**src/rtl/rv64e_pkg.sv**
```systemverilog
`default_nettype none
package rv64e_pkg;

  localparam int unsigned DataBytesDefault = 4096;
  localparam logic [63:0] StartPcDefault = 64'h0000_0000_8000_0000;
  localparam logic [63:0] MemBaseDefault = 64'h0000_0000_8000_0000;

  localparam logic [6:0] OpAuipc  = 7'h17;
  localparam logic [6:0] OpJal    = 7'h6f;
  localparam logic [6:0] OpJalr   = 7'h67;
  localparam logic [6:0] OpLoad   = 7'h03;
  localparam logic [6:0] OpStore  = 7'h23;
  localparam logic [6:0] OpImm    = 7'h13;
  localparam logic [6:0] OpImmW   = 7'h1b;
  localparam logic [6:0] OpReg    = 7'h33;
  localparam logic [6:0] OpRegW   = 7'h3b;
  localparam logic [6:0] OpBranch = 7'h63;
  localparam logic [6:0] OpSystem = 7'h73;

  localparam logic [31:0] InstRet    = 32'h0000_8067;
  localparam logic [31:0] InstEbreak = 32'h0010_0073;

  localparam logic [1:0] StatOk     = 2'd0;
  localparam logic [1:0] StatEbreak = 2'd1;
  localparam logic [1:0] StatBad    = 2'd2;

  localparam logic [0:0] CfgStartPc = 1'b0;
  localparam logic [0:0] CfgMemBase = 1'b1;

  // Operation class chosen by the front end
  typedef enum logic [3:0] {
    K_ALU, K_JAL, K_RET, K_LOAD, K_STORE, K_BRANCH, K_MUL, K_DIV, K_EBREAK, K_BAD
  } kind_t;

  // Item handed from front end to back end
  typedef struct packed {
    logic [31:0] inst;
    kind_t       kind;
  } fe_item_t;

  typedef enum logic [3:0] {
    S_IDLE, S_READ, S_EXEC, S_MEM, S_DIV, S_WB, S_OUT
  } be_state_t;

  typedef struct packed {
    logic [63:0] current_pc;
    logic [63:0] next_pc;
    logic        writes_register;
    logic [4:0]  dest_index;
    logic [63:0] dest_value;
    logic [1:0]  status;
    logic [63:0] halt_value;
  } result_t;

  function automatic logic [63:0] sext32(input logic [31:0] v);
    return {{32{v[31]}}, v};
  endfunction

endpackage
`default_nettype wire

```
**src/rtl/rv64e_front.sv**
```systemverilog
`default_nettype none
module rv64e_front
  import rv64e_pkg::*;
(
  input  wire logic     clk,
  input  wire logic     rst_n,
  input  wire logic     in_valid,
  output logic          in_ready,
  input  wire logic [31:0] in_inst,
  output logic          q_valid,
  input  wire logic     q_pop,
  output fe_item_t      q_item
);

  fe_item_t slot_r [2];
  logic     wp_r, rp_r;
  logic [1:0] cnt_r;
  kind_t    kind;
  logic [6:0] opc;
  logic [2:0] f3;
  logic [6:0] f7;
  logic [5:0] t6;

  // Classify the incoming word
  always_comb begin
    opc = in_inst[6:0];
    f3 = in_inst[14:12];
    f7 = in_inst[31:25];
    t6 = in_inst[31:26];
    kind = K_BAD;
    unique case (opc)
      OpAuipc: kind = K_ALU;
      OpJal: kind = K_JAL;
      OpJalr: kind = (in_inst == InstRet) ? K_RET : K_BAD;
      OpLoad: kind = (f3 == 3'd3 || f3 == 3'd2 || f3 == 3'd1 || f3 == 3'd5 || f3 == 3'd4)
                     ? K_LOAD : K_BAD;
      OpStore: kind = (f3[2] == 1'b0) ? K_STORE : K_BAD;
      OpImm: begin
        if (f3 == 3'd0 || f3 == 3'd7 || f3 == 3'd4 || f3 == 3'd3) kind = K_ALU;
        else if (f3 == 3'd1 && t6 == 6'd0) kind = K_ALU;
        else if (f3 == 3'd5 && (t6 == 6'd0 || t6 == 6'h10)) kind = K_ALU;
      end
      OpImmW: begin
        if (f3 == 3'd0 || (f3 == 3'd1 && t6 == 6'd0) || (f3 == 3'd5 && t6 == 6'h10))
          kind = K_ALU;
      end
      OpReg: begin
        if (f7 == 7'd0 && (f3 == 3'd0 || f3 == 3'd2 || f3 == 3'd3 || f3 == 3'd6 || f3 == 3'd7))
          kind = K_ALU;
        else if (f7 == 7'h20 && f3 == 3'd0) kind = K_ALU;
      end
      OpRegW: begin
        if ((f7 == 7'd0 && (f3 == 3'd0 || f3 == 3'd1)) || (f7 == 7'h20 && f3 == 3'd0))
          kind = K_ALU;
        else if (f7 == 7'd1 && f3 == 3'd0) kind = K_MUL;
        else if (f7 == 7'd1 && (f3 == 3'd4 || f3 == 3'd6)) kind = K_DIV;
      end
      OpBranch: kind = (f3 == 3'd0 || f3 == 3'd1 || f3 == 3'd4 || f3 == 3'd5)
                       ? K_BRANCH : K_BAD;
      OpSystem: kind = (in_inst == InstEbreak) ? K_EBREAK : K_BAD;
      default: kind = K_BAD;
    endcase
  end

  assign in_ready = (cnt_r != 2'd2);
  assign q_valid = (cnt_r != 2'd0);
  assign q_item = slot_r[rp_r];

  // Hold classified items in a two-entry queue
  always_ff @(posedge clk) begin
    if (in_valid && in_ready) slot_r[wp_r] <= '{inst: in_inst, kind: kind};
  end

  always_ff @(posedge clk) begin
    if (!rst_n) begin
      wp_r <= 1'b0;
      rp_r <= 1'b0;
      cnt_r <= 2'd0;
    end else begin
      if (in_valid && in_ready) wp_r <= ~wp_r;
      if (q_pop && q_valid) rp_r <= ~rp_r;
      cnt_r <= cnt_r + {1'b0, in_valid && in_ready} - {1'b0, q_pop && q_valid};
    end
  end

endmodule
`default_nettype wire

```
**config.mk**
```make
export PLATFORM = sky130hd
export DESIGN_NAME = rv64e_front
export DESIGN_NICKNAME = d
export VERILOG_FILES = /design/src/rtl/rv64e_pkg.sv /design/src/rtl/rv64e_front.sv
export SDC_FILE = /design/constraint.sdc
export NUM_CORES = 1
export LEC_CHECK = 0
export BUFFER_PORTS_ARGS = -buffer_cell sky130_fd_sc_hd__buf_2
export CAP_MARGIN = 10
export CORE_UTILIZATION = 43
export CTS_BUF_LIST = sky130_fd_sc_hd__clkbuf_4
export DETAILED_ROUTE_END_ITERATION = 7
export PLACE_DENSITY = 0.77
export SLEW_MARGIN = 25
export SYNTH_ARGS = -nofsm -noshare
export SYNTH_HDL_FRONTEND = slang
export SYNTH_SLANG_ARGS = --single-unit
```
**constraint.sdc**
```tcl
create_clock -name clk -period 2.5 [get_ports clk]
set_input_delay 0.375 -clock clk [delete_from_list [all_inputs] [get_ports clk]]
set_output_delay 0.375 -clock clk [all_outputs]
set_load 0.02 [all_outputs]
```
# Word level (Yosys, flattened, before mapping)
# Memories as Yosys holds them, arrays and structs flattened. A register that Yosys moved wholly into a read port is not among the register bits.
# Index checks and enable logic that the tools add are counted.
dict set report op_classes {
  bitwise_logic 2
  eq_ne 24
  reduce_logical 33
  n_addsub 2
  n_mux 19
}
# cell count
set ops {}
lappend ops {{2-to-1 mux 4 bit} 13}
lappend ops {{case mux 4 bit (11 select lines)} 1}
lappend ops {{== test 32 x 16 -> 1 bit (second input constant)} 1}
lappend ops {{== test 32 x 21 -> 1 bit (second input constant)} 1}
lappend ops {{== test 7 x 6 -> 1 bit (second input constant)} 4}
lappend ops {{== test 7 bit (second input constant)} 4}
lappend ops {{== test 7 x 5 -> 1 bit (second input constant)} 3}
lappend ops {{logical OR 1 bit} 19}
lappend ops {{== test 3 bit (second input constant)} 4}
lappend ops {{logical AND 1 bit} 10}
lappend ops {{== test 7 x 1 -> 1 bit (second input constant)} 1}
lappend ops {{== test 7 x 2 -> 1 bit (second input constant)} 1}
lappend ops {{zero test 7 bit} 1}
lappend ops {{== test 3 x 2 -> 1 bit (second input constant)} 2}
lappend ops {{== test 6 x 5 -> 1 bit (second input constant)} 1}
lappend ops {{zero test 6 bit} 1}
lappend ops {{2-to-1 mux 1 bit} 5}
lappend ops {{== test 3 x 1 -> 1 bit (second input constant)} 1}
lappend ops {{zero test 3 bit} 1}
lappend ops {{adder 2 x 1 -> 2 bit} 1}
lappend ops {{!= test 2 bit (second input constant)} 1}
lappend ops {{inverter 1 bit} 2}
lappend ops {{nonzero test 2 bit} 1}
lappend ops {{subtractor 2 x 1 -> 2 bit} 1}
dict set report totals {
  input_bits 36
  ram_bits 72
  register_bits 4
  mem_count 1
  output_inout_bits 38
}
# memory depth width rd rd_clocked_by_memory_dff wr line_no
set mem_list {}
lappend mem_list {slot_r 2 36 1 1 1 rv64e_front.sv:15} ;# fe_item_t slot_r [2];

# Depth between registers and ports, before layout
dict set report depth {
  depth_word 8
  depth_mapped 8
}

# Worst setup path after synthesis
# OpenSTA, ideal clock, no wires.
dict set report synth_timing {
  kind {reg2reg}
  start {reg cnt_r[0]}
  end {mem slot_r[0][0] (netlist name) (enable)}
  path_buffers 0
  synth_period_minus_slack_ns 2.684
  path_slack_ns -0.184
  arrival_time_ns 2.254
  path_stages_with_launch 4
  path_cell_list {dfxtp_1 -> nand2b_1 -> nand2_1 -> nor2_1}
}
dict set report synth_via {
  elab_chain_len 4
}
# item line_no
set synth_rtl {}
lappend synth_rtl {{start, declared} rv64e_front.sv:17} ;# logic [1:0] cnt_r;
lappend synth_rtl {{start signal, assigned} rv64e_front.sv:82} ;# cnt_r <= cnt_r + {1'b0, in_valid && in_ready} - {1'b0, q_pop && q_valid};
lappend synth_rtl {{!= test 2 bit} rv64e_front.sv:65} ;# assign in_ready = (cnt_r != 2'd2);
lappend synth_rtl {{named net in_ready} rv64e_front.sv:8} ;# output logic in_ready,
lappend synth_rtl {{logical AND 1 bit} rv64e_front.sv:71} ;# if (in_valid && in_ready) slot_r[wp_r] <= '{inst: in_inst, kind: kind};
lappend synth_rtl {{2-to-1 mux 1 bit} rv64e_front.sv:71}
lappend synth_rtl {{2-to-1 mux 1 bit (implied by the code)} rv64e_front.sv:71}
lappend synth_rtl {{end, declared} rv64e_front.sv:15}
# The timed path passes the listed nets, and every way through them passes these cells.

==> impl_summary.txt <==
----------------------------------------------------
[Power and ir drop]
  Switching share of power ... 31.8%
  Reg power frac ... 49.2%
  Combinational cell fraction of total power ... 29.5%
  Design internal power ... 0.00232 W
  Total power of the final layout ... 0.00341 W
  Switching power summed over all nets ... 0.00109 W
  Leak Pwr ... 1.43 nW
  Largest vdd supply drop ... 0.000315 V
  Power per standard cell area ... 862 mW/mm^2
  Part of the total power dissipated in the clock network ... 21.3%

[GRT]
  GRT Overall Usage ... 17.0%
  GR Overflow Total ... 0
  Largest net degree at the start of global routing ... 21
  Initial antenna violation count ... 0
  Wire length of the first global-routing pass ... 10,400 um
  Via count of the first global-routing pass ... 2,141

[Critical path]
  Required @ worst endpoint ... 2.12 ns
  Endpoint arrival time on the critical path ... 1.83 ns
  Kind of critical path ... reg2out
  Largest stage delay, worst path ... 0.63 ns
  Kind of start point of the critical path ... flop
  Cell with the biggest individual delay on the critical path ... sky130_fd_sc_hd__dfxtp_2
  Endpoint kind of the worst setup timing path ... primary output
  Series of cell instances along the critical path ... buf_12 -> mux2_2 -> buf_2
  Worst-path maximum fanout ... 20

[Clock network]
  Total CTS buffers ... 9
  Post-CTS sizing ... 0
  Root buffer selected by CTS ... sky130_fd_sc_hd__clkbuf_4
  Clock tree from TritonCTS ... yes
  Latest clock arrival within the worst-skew pair ... about 0.42 ns
  Quantity of hold-fixing buffers added after cts ... 0
  Htree depth ... 3
  Bufs on Longest Clock Path ... 2
  Clock sink count ... 77
  Number of post-CTS setup repair buffers ... 0
  Clock edge transition at the registers on the reported setup and hold paths ... 0.13 ns

[Die]
  Number of placed I/O pins ... 74
  Horiz. Die Dim ... about 90 um
  Area of the core ... 0.00737 mm^2
  Die outline height ... 89.9 um
  Initial core utilization ... 45.1%
  Total number of placement rows ... 31
  Total Die Area ... 0.00808 mm^2

[Synth]
  Flip-flop and latch count after synthesis ... 77
  Mean instance size in the synthesized netlist ... between 15 and 20 um^2
  Area leader, netlist ... sky130_fd_sc_hd__edfxtp_1
  Cells after Synth ... 215
  Count of different cell masters after synthesis ... 47
  Fraction of post-synthesis cell area in the top cell type by area ... between 60% and 70%
  Most area-consuming cells after synthesis ... sky130_fd_sc_hd__edfxtp_1 (65%), sky130_fd_sc_hd__mux2_2 (13%), sky130_fd_sc_hd__dfxtp_1 (3.0%), sky130_fd_sc_hd__nor4_1 (1.3%), sky130_fd_sc_hd__buf_2 (1.1%)
  Portion of the post-synthesis area used by sequential elements ... between 60% and 70%
  Combined area of all synthesized cells ... 0.00332 mm^2
  Net count after synthesis ... 253
  Yosys warning count ... 0

[Cells and area]
  Fraction of layout cells with a size suffix above 1 ... 46.0%
  Count of inserted antenna diode cells ... 0
  Number of fill cells ... 614
  Area of the multi-input gates ... 1000 um^2
  Post-route cell area ... about 0.004 mm^2
  Total Nets Final ... 331
  Area of all sequential standard cells ... around 0.0023 mm^2
  Area added between synthesis and finish ... 19.1%

[Job]
  Max-cap check violation count ... 0

[STA]
  Worst setup skew after layout ... 0.0140 ns
  Setup violation total in the final timing report ... 0
  Max frequency ... about 450 MHz
  Worst slew pin tran ... 0.514 ns
  Final critical-path share of the clock period ... between 80% and 90%
  Setup TNS Final ... 0 ns
  Worst Setup Slack, final ... approximately 0.3 ns
  Final critical path time including I/O delays and setup ... approximately 2.2 ns
  Setup repair after global routing missed its margin ... false
  Rel. slew slack ... between 60% and 70%
  Endpoints failing hold ... 0
  Final count of pins violating max slew ... 0

[Placed design]
  Final weighted congestion in routability-driven placement ... slightly above 0.9
  Placed standard-cell area ... between 0.003 and 0.004 mm^2
  Placement Setup Slack ... 0.562 ns
  Port Buffer Count ... 73
  HPWL Detailed ... between 4000 and 5000 um

[Detailed routing]
  Vias ... 2,094
  Post-DR wirelength/cell ... roughly 16 um
  Average vias per placed instance ... 5.27
  First DRT Iteration DRCs ... 84
  DRC violation count after routing ... 0
  Routed wire length ... 6410 um
  Post-DRT Antenna Nets ... 0
  Router iterations before antenna repair ... 4

[Outcome]
  Result of the run ... complete, no violations

[Hold path]
  Hold/Removal Path Class ... in2reg

----------------------------------------------------
[layout make-up]
type	count	area share (%)
Tap cell	99	3.13
Timing Repair Buffer	77	10.6
Multi-Input combinational cell	124	25.3
Clock inverter	7	1.68
Clock buffer	9	1.71
Sequential cell	77	57.2
Inverter	4	0.380
[power by group through the flow]
| stage | clock (W) | sequential, W | combinational, W |
|---|---|---|---|
| after global placement | 0 | 0.00170 | 0.00101 |
| after CTS | 0.000747 | 0.00168 | 0.00102 |
| after floorplan | 0 | 0.00166 | 0.000720 |
| final | 0.000728 | 0.00168 | 0.00100 |
| after global routing | 0.000800 | 0.00170 | 0.00108 |
| after detailed placement | 0 | 0.00171 | 0.00101 |
[metal layers]
metal / up-vias / global-route usage (%) / part of all wire (%)
met5: - / 0 / 0
met4: 0 / 8.06 / 2.0
met3: 12 / 5.58 / 5.8
met2: 73 / 27.4 / 50
met1: 1013 / 20.7 / 42
li1: 996 / - / -
[logic make-up after synthesis]
family	synth area share, %
fa+ha+maj	0.753
simple gates	10.6
flops	68.1
buf+inv	2.07
compound gates	4.29
mux	12.8
xor+xnor	1.32
[through the flow]
step | util (%) | hold WS [ns] | instances
after floorplan | - | 0.474 | 215
after detailed placement | 51.9 | 0.533 | 381
after global placement | 51.9 | 0.519 | 381
after CTS | 53.7 | 0.131 | 397
final | 53.7 | 0.156 | 397
after global routing | 53.7 | 0.114 | 397
[sequential cells by signal (all words and copies together) (netlist names), named ones only]
| signal | count |
|---|---|
| cnt_r | 2 |
| rp_r | 1 |
| wp_r | 1 |
| slot_r | 72 |
[synth_stat cells, drive strengths merged]
library cell  number
ha                 2
a21oi              4
a211oi             2
xor2               2
nand3              7
and3b              1
o22ai              1
nor2               7
o21a               1
o2bb2ai            1
a2bb2oi            1
nor2b              4
o21ai              3
nand2              8
mux2i              1
nand3b             1
nor3               4
mux2              37
dfxtp              5
buf                8
and2               4
a31oi              1
xnor2              3
o211ai             1
nor4               7
inv                4
and4b              1
and3               1
or3                2
nand4b             3
edfxtp            72
a211o              2
nand2b             3
and2b              1
or2                2
a32oi              1
o311ai             1
clkbuf             2
o31ai              1
nand4              3
[path summary, 6_finish.rpt]
kind / start / to / slack (ns) / cells after the start
worst min-delay path: in_inst[23] / slot_r[0][27] / 0.16 / 1
worst max-delay path: flop / q_item[0] / 0.30 / 3
worst min register to register: rp_r / flop / 0.55 / 2
worst max register to register: cnt_r[1] / cnt_r[1] / 0.76 / 8
[worst max-delay path, delay by kind of cell (launching register included)]
kind,cells,cell delay (ns)
multiplexers,1,0.38
flip-flops,1,0.63
buffers and inverters,2,0.40
[placed cells by master (no fill, tap or decap), types with 2 or more instances in the layout]
| master | n |
|---|---|
| sky130_fd_sc_hd__buf_2 | 73 |
| sky130_fd_sc_hd__edfxtp_1 | 72 |
| sky130_fd_sc_hd__mux2_2 | 37 |
| sky130_fd_sc_hd__clkbuf_4 | 9 |
| sky130_fd_sc_hd__nand2_1 | 8 |
| sky130_fd_sc_hd__nor4_1 | 7 |
| sky130_fd_sc_hd__nand3_1 | 7 |
| sky130_fd_sc_hd__nor2_1 | 5 |
| sky130_fd_sc_hd__and2_1 | 4 |
| sky130_fd_sc_hd__inv_1 | 4 |
| sky130_fd_sc_hd__nor2b_1 | 4 |
| sky130_fd_sc_hd__a21oi_1 | 4 |
| sky130_fd_sc_hd__dfxtp_1 | 4 |
| sky130_fd_sc_hd__nand4_1 | 3 |
| sky130_fd_sc_hd__nor3_1 | 3 |
| sky130_fd_sc_hd__nand2b_1 | 3 |
| sky130_fd_sc_hd__nand4b_1 | 3 |
| sky130_fd_sc_hd__xnor2_1 | 3 |
| sky130_fd_sc_hd__clkinvlp_4 | 3 |
| sky130_fd_sc_hd__xor2_1 | 2 |
| sky130_fd_sc_hd__o21ai_0 | 2 |
| sky130_fd_sc_hd__a211o_1 | 2 |
| sky130_fd_sc_hd__ha_1 | 2 |
| sky130_fd_sc_hd__clkinv_2 | 2 |
| sky130_fd_sc_hd__buf_4 | 2 |
| sky130_fd_sc_hd__buf_12 | 2 |
Note: power is estimated with default switching activity, not from simulation.
